## src/hw/rtl/qwd_pkg.sv

```systemverilog
// Package for the four-wheel quadrature decoder: sizes, payload structs and
// the control struct shared by the decoder's modules. No dependencies.
`default_nettype none

package qwd_pkg;

  // Counter geometry.
  localparam int unsigned CountW    = 16;
  localparam int unsigned NumWheels = 4;

  // Width of a reported count field and number of reported wheel slots.
  localparam int unsigned FieldW    = 16;
  localparam int unsigned NumSlots  = 4;
  localparam int unsigned MaskW     = 4;

  // Width used to negate and clamp a count before it is reported.
  localparam int unsigned CmpW      = CountW + FieldW + 2;

  // Item function codes.
  typedef enum logic {
    FUNC_SAMPLE = 1'b0,
    FUNC_READ   = 1'b1
  } func_e;

  typedef struct packed {
    logic             func;
    logic [MaskW-1:0] pins_a;
    logic [MaskW-1:0] pins_b;
  } in_item_t;

  typedef struct packed {
    logic signed [FieldW-1:0] count_front_left;
    logic signed [FieldW-1:0] count_front_right;
    logic signed [FieldW-1:0] count_back_left;
    logic signed [FieldW-1:0] count_back_right;
    logic [NumSlots-1:0]      overflow_bits;
    logic [NumSlots-1:0]      error_bits;
  } out_item_t;

  // Per-cycle command from the top level to each wheel.
  typedef struct packed {
    logic sample;  // an accepted pin sample that is compared with the last one
    logic clear;   // an accepted read: counts and flags return to zero
  } wheel_ctrl_t;

endpackage

`default_nettype wire

```

## src/hw/rtl/qwd_wheel.sv

```systemverilog
// One wheel of the quadrature decoder: x4 edge decode, saturating signed
// counter and sticky overflow and error flags. Uses qwd_pkg.
`default_nettype none

module qwd_wheel (
  input  wire logic                        clk_i,
  input  wire logic                        rst_ni,
  input  wire qwd_pkg::wheel_ctrl_t        ctrl_i,
  input  wire logic                        pin_a_i,
  input  wire logic                        pin_b_i,
  input  wire logic                        last_a_i,
  input  wire logic                        last_b_i,
  output logic signed [qwd_pkg::CountW-1:0] count_o,
  output logic                             ovf_o,
  output logic                             err_o
);

  localparam logic signed [qwd_pkg::CountW-1:0] CountMax =
    {1'b0, {(qwd_pkg::CountW-1){1'b1}}};
  localparam logic signed [qwd_pkg::CountW-1:0] CountMin =
    {1'b1, {(qwd_pkg::CountW-1){1'b0}}};
  localparam logic signed [qwd_pkg::CountW-1:0] CountInc =
    {{(qwd_pkg::CountW-1){1'b0}}, 1'b1};
  localparam logic signed [qwd_pkg::CountW-1:0] CountDec =
    {qwd_pkg::CountW{1'b1}};

  logic signed [qwd_pkg::CountW-1:0] count_q, count_d;
  logic ovf_q, ovf_d;
  logic err_q, err_d;
  logic chg_a, chg_b, up, at_limit;

  assign chg_a = pin_a_i != last_a_i;
  assign chg_b = pin_b_i != last_b_i;
  // Forward order is 00 -> 10 -> 11 -> 01, so phase A leads phase B.
  assign up = chg_a ? (pin_a_i != pin_b_i) : (pin_b_i == pin_a_i);
  assign at_limit = up ? (count_q == CountMax) : (count_q == CountMin);

  always_comb begin
    count_d = count_q;
    ovf_d   = ovf_q;
    err_d   = err_q;
    if (ctrl_i.clear) begin
      count_d = '0;
      ovf_d   = 1'b0;
      err_d   = 1'b0;
    end else if (ctrl_i.sample) begin
      if (chg_a && chg_b) begin
        err_d = 1'b1;
      end else if (chg_a || chg_b) begin
        if (at_limit) begin
          ovf_d = 1'b1;
        end else begin
          count_d = count_q + (up ? CountInc : CountDec);
        end
      end
    end
  end

  always_ff @(posedge clk_i or negedge rst_ni) begin
    if (!rst_ni) begin
      count_q <= '0;
      ovf_q   <= 1'b0;
      err_q   <= 1'b0;
    end else begin
      count_q <= count_d;
      ovf_q   <= ovf_d;
      err_q   <= err_d;
    end
  end

  assign count_o = count_q;
  assign ovf_o   = ovf_q;
  assign err_o   = err_q;

endmodule

`default_nettype wire

```

## src/hw/rtl/qwd_report.sv

```systemverilog
// Builds a read result: applies the invert mask to each count, clamps it to
// the report field and gathers the flags. Uses qwd_pkg.
`default_nettype none

module qwd_report (
  input  wire logic [qwd_pkg::NumWheels-1:0][qwd_pkg::CountW-1:0] counts_i,
  input  wire logic [qwd_pkg::MaskW-1:0]                          invert_i,
  input  wire logic [qwd_pkg::NumWheels-1:0]                      ovf_i,
  input  wire logic [qwd_pkg::NumWheels-1:0]                      err_i,
  output qwd_pkg::out_item_t                                      result_o
);

  localparam logic signed [qwd_pkg::CmpW-1:0] FieldMax =
    qwd_pkg::CmpW'((64'sd1 <<< (qwd_pkg::FieldW - 1)) - 64'sd1);
  localparam logic signed [qwd_pkg::CmpW-1:0] FieldMin = -FieldMax - 1;

  logic signed [qwd_pkg::FieldW-1:0] vals [qwd_pkg::NumSlots];
  logic [qwd_pkg::NumSlots-1:0] clamp_ovf;
  logic [qwd_pkg::NumSlots-1:0] ovf_slot;
  logic [qwd_pkg::NumSlots-1:0] err_slot;

  for (genvar w = 0; w < qwd_pkg::NumSlots; w++) begin : g_slot
    if (w < qwd_pkg::NumWheels) begin : g_present
      logic signed [qwd_pkg::CmpW-1:0] ext, val;
      always_comb begin
        ext = qwd_pkg::CmpW'($signed(counts_i[w]));
        val = invert_i[w] ? -ext : ext;
        clamp_ovf[w] = 1'b0;
        if (val > FieldMax) begin
          vals[w] = FieldMax[qwd_pkg::FieldW-1:0];
          clamp_ovf[w] = 1'b1;
        end else if (val < FieldMin) begin
          vals[w] = FieldMin[qwd_pkg::FieldW-1:0];
          clamp_ovf[w] = 1'b1;
        end else begin
          vals[w] = val[qwd_pkg::FieldW-1:0];
        end
      end
      assign ovf_slot[w] = ovf_i[w] | clamp_ovf[w];
      assign err_slot[w] = err_i[w];
    end else begin : g_absent
      assign vals[w]      = '0;
      assign clamp_ovf[w] = 1'b0;
      assign ovf_slot[w]  = 1'b0;
      assign err_slot[w]  = 1'b0;
    end
  end

  always_comb begin
    result_o.count_front_left  = vals[0];
    result_o.count_front_right = vals[1];
    result_o.count_back_left   = vals[2];
    result_o.count_back_right  = vals[3];
    result_o.overflow_bits     = ovf_slot;
    result_o.error_bits        = err_slot;
  end

endmodule

`default_nettype wire

```

## src/hw/rtl/quad_wheel_quadrature_decoder_core.sv

```systemverilog
// Four-wheel x4 quadrature decoder, top level. A read result shows on the
// output in the cycle after the read is accepted; pin samples give none.
// One item is accepted per cycle while the single output register is empty
// or its result is taken. Reset clears counts, flags, the stored pin levels
// and the output valid, and loads the invert mask with 4'b1010. Uses qwd_pkg.
`default_nettype none

module quad_wheel_quadrature_decoder_core (
  input  wire logic                         clk_i,
  input  wire logic                         rst_ni,
  // Configuration: invert mask.
  input  wire logic                         cfg_we_i,
  input  wire logic [qwd_pkg::MaskW-1:0]    cfg_data_i,
  // Input items.
  input  wire logic                         in_valid_i,
  output logic                              in_ready_o,
  input  wire qwd_pkg::in_item_t            in_data_i,
  // Result items.
  output logic                              out_valid_o,
  input  wire logic                         out_ready_i,
  output qwd_pkg::out_item_t                out_data_o
);

  logic [qwd_pkg::MaskW-1:0] invert_q;
  logic [qwd_pkg::MaskW-1:0] last_a_q, last_b_q;
  logic                      seen_q;
  logic                      out_valid_q, out_valid_d;
  qwd_pkg::out_item_t        out_q;

  logic in_xfer, is_read, is_sample;
  qwd_pkg::wheel_ctrl_t ctrl;

  logic [qwd_pkg::NumWheels-1:0][qwd_pkg::CountW-1:0] counts;
  logic [qwd_pkg::NumWheels-1:0] ovf, err;
  qwd_pkg::out_item_t result;

  // The output register frees up in the same cycle its result is taken, so a
  // new item can be accepted every cycle while results keep flowing.
  assign in_ready_o = !out_valid_q || out_ready_i;
  assign in_xfer    = in_valid_i && in_ready_o;
  assign is_read    = in_xfer && (in_data_i.func == qwd_pkg::FUNC_READ);
  assign is_sample  = in_xfer && (in_data_i.func == qwd_pkg::FUNC_SAMPLE);

  // The first sample after reset only captures the pin levels.
  assign ctrl.sample = is_sample && seen_q;
  assign ctrl.clear  = is_read;

  for (genvar w = 0; w < qwd_pkg::NumWheels; w++) begin : g_wheel
    logic signed [qwd_pkg::CountW-1:0] cnt;
    qwd_wheel u_wheel (
      .clk_i    (clk_i),
      .rst_ni   (rst_ni),
      .ctrl_i   (ctrl),
      .pin_a_i  (in_data_i.pins_a[w]),
      .pin_b_i  (in_data_i.pins_b[w]),
      .last_a_i (last_a_q[w]),
      .last_b_i (last_b_q[w]),
      .count_o  (cnt),
      .ovf_o    (ovf[w]),
      .err_o    (err[w])
    );
    assign counts[w] = cnt;
  end

  // The read result is built from the state before the read clears it.
  qwd_report u_report (
    .counts_i (counts),
    .invert_i (invert_q),
    .ovf_i    (ovf),
    .err_i    (err),
    .result_o (result)
  );

  always_comb begin
    out_valid_d = out_valid_q;
    if (out_valid_q && out_ready_i) begin
      out_valid_d = 1'b0;
    end
    if (is_read) begin
      out_valid_d = 1'b1;
    end
  end

  always_ff @(posedge clk_i or negedge rst_ni) begin
    if (!rst_ni) begin
      invert_q    <= 4'b1010;
      last_a_q    <= '0;
      last_b_q    <= '0;
      seen_q      <= 1'b0;
      out_valid_q <= 1'b0;
    end else begin
      if (cfg_we_i) begin
        invert_q <= cfg_data_i;
      end
      // A read leaves the stored pin levels alone.
      if (is_sample) begin
        last_a_q <= in_data_i.pins_a;
        last_b_q <= in_data_i.pins_b;
        seen_q   <= 1'b1;
      end
      out_valid_q <= out_valid_d;
    end
  end

  always_ff @(posedge clk_i) begin
    if (is_read) begin
      out_q <= result;
    end
  end

  assign out_valid_o = out_valid_q;
  assign out_data_o  = out_q;

endmodule

`default_nettype wire

```

## config.mk

```make
export PLATFORM = sky130hd
export DESIGN_NAME = quad_wheel_quadrature_decoder_core
export DESIGN_NICKNAME = d
export VERILOG_FILES = /design/src/hw/rtl/qwd_pkg.sv /design/src/hw/rtl/qwd_wheel.sv /design/src/hw/rtl/qwd_report.sv /design/src/hw/rtl/quad_wheel_quadrature_decoder_core.sv
export SDC_FILE = /design/constraint.sdc
export NUM_CORES = 1
export LEC_CHECK = 0
export ABC_AREA = 1
export BUFFER_PORTS_ARGS = -buffer_cell sky130_fd_sc_hd__clkbuf_2
export CORE_MARGIN = 4
export CORE_UTILIZATION = 55
export CTS_BUF_LIST = sky130_fd_sc_hd__clkbuf_2
export DETAILED_ROUTE_END_ITERATION = 7
export GPL_ROUTABILITY_DRIVEN = 0
export GPL_TIMING_DRIVEN = 1
export PLACE_DENSITY = 0.83
export SLEW_MARGIN = 10
export SYNTH_ARGS = -nofsm -noshare
export SYNTH_HDL_FRONTEND = slang
export SYNTH_SLANG_ARGS = --single-unit
```

## constraint.sdc

```tcl
create_clock -name clk_i -period 4.5 [get_ports clk_i]
set_input_delay 0.675 -clock clk_i [delete_from_list [all_inputs] [get_ports clk_i]]
set_output_delay 0.675 -clock clk_i [all_outputs]
set_load 0.005 [all_outputs]
```

# After elaboration in Yosys (flattened, before gate mapping)
# Index checks and enable logic that the tools add are counted.
# word_totals
input_bits	18
reg_bits	158
wordCells	199
out_inout_bits	74
# op_classes
n_lt_le_gt_ge	8
n_reduce_logical	41
add_sub_neg	8
bitwise	5
eq_ne	32
n_mux	82
# ops
cell	n
$mux W16	28
$gt A34 B16 Y1 const B	4
$lt A34 B16 Y1 const B	4
$mux W34	4
$neg A16 Y34	4
$eq A16 B16 Y1 const B	8
$add A16 B16 Y16	4
$mux W1	50
$reduce_and A4 Y1	8
$reduce_bool A2 Y1	14
$ne A2 B2 Y1 const B	8
$ne A1 B1 Y1	12
$logic_and A1 B1 Y1	9
$reduce_and A2 Y1	4
$logic_or A1 B1 Y1	5
$eq A1 B1 Y1	4
$or A1 B1 Y1	4
$logic_not A1 Y1	1
$not A1 Y1	1

# Longest topological paths before layout
# Gate-level depths: netlist (run 1).
# depth
depth_word	9
mapped_depth	20

# By module
# Synthesis (run 1) repeated with hierarchy kept, for this count alone.
# unflattened
hier_cells	1890
area_unflattened_um2	13213.9
# by_module_without_submodules
module	seq_area_each_um2	n_inst	cells_per_inst	area_per_inst_um2
qwd_wheel	450.4	4	300	1921.8
quad_wheel_quadrature_decoder_core	2514.9	1	135	2771.4
qwd_report	0.0	1	555	2755.1

# Worst setup path after synthesis (run 1)
# No wires, ideal clock.
# synth_timing
path_type	input to register
startpoint	in in_data_i[4] in the netlist's numbering
endpoint	reg g_wheel[0].u_wheel.count_q, in the netlist g_wheel[0].u_wheel.count_o[10]
t_required_ns	4.434
setup_slack_ns	1.616
setup_time_ns	0.066
cell_stages	14
arrival_ns	2.818
n_path_buf	2
path_cell_list	buf_4 xor2_2 nand2_1 nand2_1 ha_1 nand2_1 nor2_1 nand2_1 nor3_2 nand3_1 nand2_2 buf_4 nand3_1 nand2_1
# synth_via
elab_chain_len	9
word_cells_on_any_way	18
classes_between	add/sub (1); eq/ne (5); mux (8); reduce/logical (4)
# synth_lines
item	line_no	rtl
from (decl)	quad_wheel_quadrature_decoder_core.sv:17	input wire qwd_pkg::in_item_t in_data_i,
$eq A1 B1 Y1 (tied with other cells)	qwd_wheel.sv:35	assign up = chg_a ? (pin_a_i != pin_b_i) : (pin_b_i == pin_a_i);
$mux W1	qwd_wheel.sv:35	
$mux W16	qwd_wheel.sv:53	count_d = count_q + (up ? CountInc : CountDec);
$add A16 B16 Y16	qwd_wheel.sv:53	
$mux W16	qwd_wheel.sv:50	if (at_limit) begin
$mux W16	qwd_wheel.sv:49	end else if (chg_a || chg_b) begin
$mux W16	qwd_wheel.sv:47	if (chg_a && chg_b) begin
$mux W16	qwd_wheel.sv:46	end else if (ctrl_i.sample) begin
$mux W16	qwd_wheel.sv:42	if (ctrl_i.clear) begin
to (signal assigned)	qwd_wheel.sv:65	count_q <= count_d;
to (decl)	qwd_wheel.sv:27	logic signed [qwd_pkg::CountW-1:0] count_q, count_d;
# Parallel ways exist; a longest one is shown, timed or not. The select of a mux whose other input is x is not followed.
# A chain may end at the register's enable or synchronous reset.

==> results of run 1 <==
per-stage QoR:
step	instance area, µm²	util, %	total power [mW]	hold slack [ns]	instances
floorplan	12200	-	6.11	0.379	1784
global route	13100	60.2	8.88	0.00111	2163
global placement	12900	59.0	7.01	0.466	2129
detailed placement	12900	59.0	7.16	0.454	2129
finish	13100	60.2	8.03	0.0580	2163
CTS	13100	60.2	8.00	0.0425	2162
worst paths after layout:
| kind | end | from | slack, ns | depth (start not counted) |
|---|---|---|---|---|
| worst max-delay path | out_data_o[7] | g_wheel[3].u_wheel.count_o[0] | 1.22 | 12 |
| worst min-delay path | invert_q[3] | cfg_data_i[3] | 0.06 | 3 |
| worst max register to register | out_data_o[7] | g_wheel[3].u_wheel.count_o[0] | 1.22 | 12 |
| worst min register to register | out_data_o[1] | g_wheel[1].u_wheel.err_o | 0.50 | 0 |
| max in group asynchronous | g_wheel[0].u_wheel.count_o[8] | rst_ni | 3.14 | 3 |
| min in group asynchronous | g_wheel[1].u_wheel.count_o[8] | rst_ni | 0.48 | 2 |
per-layer routing:
metal | GRT usage, % | vias to the layer above
li1 | - | 5874
met1 | 31.8 | 5243
met2 | 41.7 | 370
met3 | 3.02 | 68
met4 | 8.81 | 2
met5 | 0 | -
cells by family (layout without fill, tap and decap cells):
group | count (synthesis) | in the layout | synth area share, %
AO/OA/AOI/OAI | 116 | 116 | 5.04
XOR/XNOR | 76 | 76 | 5.50
adder cells (fa/ha/maj) | 72 | 72 | 7.61
buffers and inverters | 251 | 349 | 8.34
flip-flops | 158 | 158 | 35.3
other | 0 | 1 | 0
AND/OR/NAND/NOR | 1111 | 1111 | 38.2
power groups by stage:
stage / registers (mW) / clock network, mW / logic (mW)
floorplan: 2.38 / 0 / 3.73
global placement: 2.54 / 0 / 4.47
finish: 2.52 / 0.832 / 4.67
global route: 2.57 / 0.915 / 5.39
detailed placement: 2.55 / 0 / 4.61
CTS: 2.52 / 0.845 / 4.64
repair_timing:
action,4_1_cts,5_1_grt
endpoints found under the setup margin,0,0
hold buffers,1,0
hold endpoints to repair,57,0
worst min-delay path, stage by stage:
cell and delay (ns):
clkbuf_2 0.08, nand2_1 0.04, o21ai_0 0.06
Yosys cell counts, types with 9 or more instances:
master,n,area (µm²)
dfrtp_1,84,2100
ha_1,68,851
nor2_1,149,559
o21ai_0,46,230
nand3b_1,10,75.1
nor3_1,9,45.0
xnor2_1,25,219
xor2_1,50,438
nand3_1,166,831
nand4_1,34,213
inv_1,206,773
edfxtp_1,72,2160
nand2_1,699,2620
inv_2,14,52.6
a21oi_1,55,275
state kept, by name, indices dropped and copies added (netlist names):
signal / flops
g_wheel.u_wheel.count_o: 64
g_wheel.u_wheel.err_o: 4
g_wheel.u_wheel.ovf_o: 4
invert_q: 4
last_a_q: 4
last_b_q: 4
out_data_o: 72
out_valid_o: 1
seen_q: 1
final cells by class:
class | count | area [µm²] | area share [%]
inverters | 221 | 832 | 6.33
flip-flops and latches | 158 | 4320 | 32.8
clock inverters | 15 | 164 | 1.25
multi-input cells | 1375 | 6900 | 52.5
well taps | 280 | 350 | 2.67
clock buffers | 17 | 85.1 | 0.647
repair buffers | 96 | 498 | 3.79
diodes | 1 | 2.50 | 0.0190
==> impl_metrics.yaml, run 1 <==
critical_path:
  slowest_delay_ns: 0.58
  required_ns: 5.06
  crit_path_top_delay_cell: "dfrtp_1"
  crit_buf_inv: 1
  endpoint_kind: "flop"
  worstSetupPathType: "flop to flop"
  critPathLaunchType: "flop"
  crit_family: "simple AND/OR/NAND/NOR gates"
  worstPathCellList: "inv_2 -> ha_1 -> nand3_1 -> nor2_1 -> nand4_1 -> nor3_1 -> nand3_1 -> ha_1 -> o21ai_0 -> nand3_1 -> o21ai_2 -> nand3_1"
  critical_path.max_fanout: 16
  worstPathArrival_ns: 3.83
  crit_path_frequent_cell: "nand3_1"
global_routing:
  grt_pass1_vias: 10887
  antenna_found_initial: 2
  grt_max_degree: 69
  grt_first_pass_wirelength_um: 49700
  grt.total_usage_pct: 24.3
  overflow: 0
sta:
  max_freq_ghz: 0.305
  worstMarginPinSlew_ns: 0.810
  maxSlewHeadroom_pct: 46.0
  finalSetupViolCount: 0
  fin_skew_ns: 0.0446
  rsz0062_at_grt: "false"
  period_share_pct: 72.8
  slew_viol_final: 0
  period_minus_slack_ns: 3.28
  fin_tns_setup_ns: 0
  hold_viol_final: 0
  setup_slack_ns: 1.22
power_and_ir_drop:
  clock_power_share_pct: 10.4
  p_int_mw: 4.00
  p_sw_share_pct: 50.2
  p_leak_nw: 7.05
  power_density_nw_per_um2: 611
  p_switching_mw: 4.03
  comb_power_share_pct: 58.2
  seq_power_share_pct: 31.4
  ir_drop_uv: 258
clocking:
  clock_latency_ns: 0.80
  clk_pin_slew_ns: 0.25
  cts_tree: "done"
  cts-buffers-inserted: 17
  numClockSinks: 158
  htree_levels: 4
  cts-root-buf: "clkbuf_2"
  post_cts_resized: 0
  cts_setup_buffers: 0
  cts_max_path_buffers: 2
synthesis:
  synth_seq_cells: 158
  synth.net_count: 1874
  synth_edf_count: 72
  synthCells: 1784
  yosysSeqAreaShare_pct: 35.3
  ys_async_sr_fraction_pct: 54.4
  synth_cell_types: 46
  netlist_area_um2: 12200
  synth_flop_cell: "dfrtp_1"
  syn_avg_cell_area_um2: 6.86
  yosys_warnings: 0
job:
  max_cap_violations: 0
hold_path:
  min_path_type: "input port to flop"
place:
  dp_slack_ns: 0.864
  io_buffers: 91
  hpwl_um: 22400
finish:
  mostFrequentLayoutCell: "nand2_1"
  nets: 1959
  final_cell_mix: "nand2_1 (698), inv_1 (205), nand3_1 (166)"
  syn2layout_area_growth_pct: 7.48
  drive_above_1_share_pct: 9.35
  nFillCells: 1988
detailed_routing:
  via_per_inst: 5.34
  wl_met2_um: 14100
  vias: 11557
  wl_met1_um: 12900
  wl_met3_um: 1630
  drc_errors: 0
  detail_route.first_pass.iterations: 6
  ant_nets: 0
  top_layer_used: "met5"
  wire_per_inst_um: 13.6
  wirelength_um: 29400
  drt_iter0_markers: 823
floorplanning:
  die_w_um: 157
  boundaryPins: 92
  design.die.area_um2: 24700
  start_util_pct: 56.0
  core_um2: 21800
  std_cell_rows: 54
  die_y_um: 157
outcome:
  status: "finished, final reports clean"
Power figures use the tool's default switching activity.
==> run 2, diff against run 1 <==
--- a/config.mk
+++ b/config.mk
@@ -5,7 +5,7 @@
 export SDC_FILE = /design/constraint.sdc
 export NUM_CORES = 1
 export LEC_CHECK = 0
-export ABC_AREA = 1
+export ABC_AREA = 0
 export BUFFER_PORTS_ARGS = -buffer_cell sky130_fd_sc_hd__clkbuf_2
 export CORE_MARGIN = 4
 export CORE_UTILIZATION = 55
==> constraint.sdc (replaced) <==
create_clock -name clk_i -period 3.05 [get_ports clk_i]
set_input_delay 0.4575 -clock clk_i [delete_from_list [all_inputs] [get_ports clk_i]]
set_output_delay 0.4575 -clock clk_i [all_outputs]
set_load 0.005 [all_outputs]
==> impl_metrics.yaml, run 2 <==
synthesis:
  synth_top_cell_by_area: "edfxtp_1"
  ys_async_sr_fraction_pct: 54.4
  synth_seq_cells: 158
  synth.area.top_cells: "edfxtp_1 (21%), dfrtp_1 (20%), ha_1 (8.1%)"
  syn_avg_cell_area_um2: 9.59
  synth.net_count: 1189
  yosysSeqAreaShare_pct: 41.0
  synth_cell_types: 70
  synth_edf_count: 72
  yosys.cell_count.top_type: "o21ai_0"
  yosys_warnings: 0
  synth_top_cell_area_share_pct: 20.5
  netlist_area_um2: 10500
  synthCells: 1099
  synth_common_cells: "o21ai_0 (107), nor2_1 (104), nand2_1 (96)"
  synth_flop_cell: "dfrtp_1"
critical_path:
  required_ns: 3.61
  critPathLaunchType: "flop"
  worstSetupPathType: "flop to flop"
  worstPathArrival_ns: 3.67
  critical_path.max_fanout: 6
  endpoint_kind: "flop"
clocking:
  htree_levels: 4
  clock_latency_ns: 0.78
  cts_tree: "done"
  numClockSinks: 158
  cts-buffers-inserted: 17
  cts_max_path_buffers: 2
  clk_pin_slew_ns: 0.24
  cts-root-buf: "clkbuf_2"
sta:
  finalSetupViolCount: 29
  hold_viol_final: 0
  maxSlewHeadroom_pct: 58.1
  rsz0062_at_grt: "true"
  fin_skew_ns: 0.0482
  max_freq_ghz: 0.322
  slew_viol_final: 0
  worstMarginPinSlew_ns: 0.629
  period_share_pct: 102
  period_minus_slack_ns: 3.11
  setup_slack_ns: -0.0603
finish:
  syn2layout_area_growth_pct: 24.2
  mostFrequentLayoutCell: "buf_4"
  drive_above_1_share_pct: 27.4
  utilization_pct: 69.7
  nets: 1426
  final_cell_mix: "buf_4 (142), clkbuf_2 (107), nor2_1 (98)"
  largest_reg_flops: 72
  nFillCells: 1343
detailed_routing:
  vias: 9413
  wire_per_inst_um: 16.8
  detail_route.first_pass.iterations: 5
  drt_iter0_markers: 817
  via_per_inst: 5.94
  drc_errors: 0
  ant_nets: 0
  wirelength_um: 26700
global_routing:
  grt_first_pass_wirelength_um: 42400
  grt_max_degree: 78
  grt.total_usage_pct: 23.7
  use_met1_pct: 29.4
  grt_use_met2_pct: 42.2
  grt_pass1_vias: 8967
  use_met3_pct: 3.60
  overflow: 0
  grt.busiest_layer: "met2"
  antenna_found_initial: 2
hold_path:
  min_path_type: "input port to flop"
floorplanning:
  std_cell_rows: 50
  start_util_pct: 56.1
  design.die.area_um2: 21400
  core_um2: 18800
  die_y_um: 146
  die_w_um: 146
  boundaryPins: 92
outcome:
  failed_checks: "negative setup slack"
  status: "finished, violations left"
power_and_ir_drop:
  ir_drop_uv: 363
  total_power_mw: 13.2
  p_leak_nw: 5.91
  power_density_nw_per_um2: 1010
job:
  max_cap_violations: 0
place:
  io_buffers: 91
  hpwl_um: 18800
## run 2: cell count changes after synthesis, moves of 22 or more
cell / previous run / this run
nand2_1: 699 / 96
xor2_1: 50 / 76
nor2_1: 149 / 104
inv_1: 206 / 32
a21o_1: 1 / 25
nand3_1: 166 / 17
nand4_1: 34 / 12
mux2i_1: 0 / 24
o21ai_0: 46 / 107
clkbuf_1: 7 / 34
## run 2: final timing paths
kind,startpoint,to,slack [ns],depth (start not counted)
setup / recovery,g_wheel[1].u_wheel.count_o[3],out_data_o[54],-0.06,9
hold / removal,cfg_we_i,invert_q[1],0.03,2
setup reg to reg,g_wheel[1].u_wheel.count_o[3],out_data_o[54],-0.06,9
hold reg to reg,g_wheel[1].u_wheel.err_o,out_data_o[1],0.50,0
max in group asynchronous,rst_ni,invert_q[3],2.26,3
min in group asynchronous,rst_ni,g_wheel[1].u_wheel.err_o,0.08,2
## run 2: worst max-delay path, cell delays in order, from the launching register on
cell	delay (ns)
dfrtp_1	0.43
or4_4	0.53
or3_4	0.39
or3_4	0.39
nand2b_4	0.17
ha_4	0.27
nor4bb_4	0.19
a221o_2	0.30
buf_6	0.18
o21ai_4	0.06
## run 2: cell type report
type / count / area, µm² / area share [%]
sequential: 158 / 4320 / 33.0
clock inverter: 15 / 114 / 0.870
timing repair buffer: 259 / 1870 / 14.3
clock buffer: 17 / 85.1 / 0.650
tap: 234 / 293 / 2.24
antenna: 2 / 5.00 / 0.0383
inverter: 32 / 123 / 0.937
multi-input combinational: 868 / 6270 / 47.9
## run 2: cell families after synthesis
| group | after synthesis | share of synthesized area (%) |
|---|---|---|
| AND/OR/NAND/NOR | 328 | 15.1 |
| AO/OA/AOI/OAI | 314 | 18.9 |
| flip-flops | 158 | 41.0 |
| XOR/XNOR | 114 | 9.48 |
| buffers and inverters | 74 | 2.87 |
| adder cells (fa/ha/maj) | 72 | 8.83 |
| multiplexers | 39 | 3.88 |
## run 2: layer usage
layer  wire [µm]  up-vias
li1            -     4523
met1       10900     4473
met2       13500      345
met3        1510       72
met4         712        0
met5           0        -
## run 2: power breakdown
part	internal (mW)	switching [mW]	total, mW	leakage [nW]
combinational	4.09	4.54	8.63	4.03
clock	0.222	0.827	1.05	0.112
sequential	3.05	0.488	3.54	1.77
total	7.36	5.86	13.2	5.91
## run 2: what timing repair did
item,in CTS,in global routing
endpoints found under the hold margin,94,0
pin swaps,6,22
cloned,0,1
gates resized for setup,21,70
hold buffers,10,0
buffers inserted,8,12
setup endpoints to repair,81,89
## run 2: metrics by stage
step                      hold slack (ns)  instances  setup slack (ns)  TNS [ns]  instance area (µm²)
final                              0.0255       1585           -0.0603    -0.662                13100
after global placement              0.399       1520            -0.368     -7.83                12200
after global routing               0.0122       1585            -0.138     -3.65                13100
after CTS                          0.0137       1570           0.00217         0                12700
after detailed placement            0.400       1520            -0.508    -13.43                12200
after floorplan                     0.162       1099          0.000161         0                10600
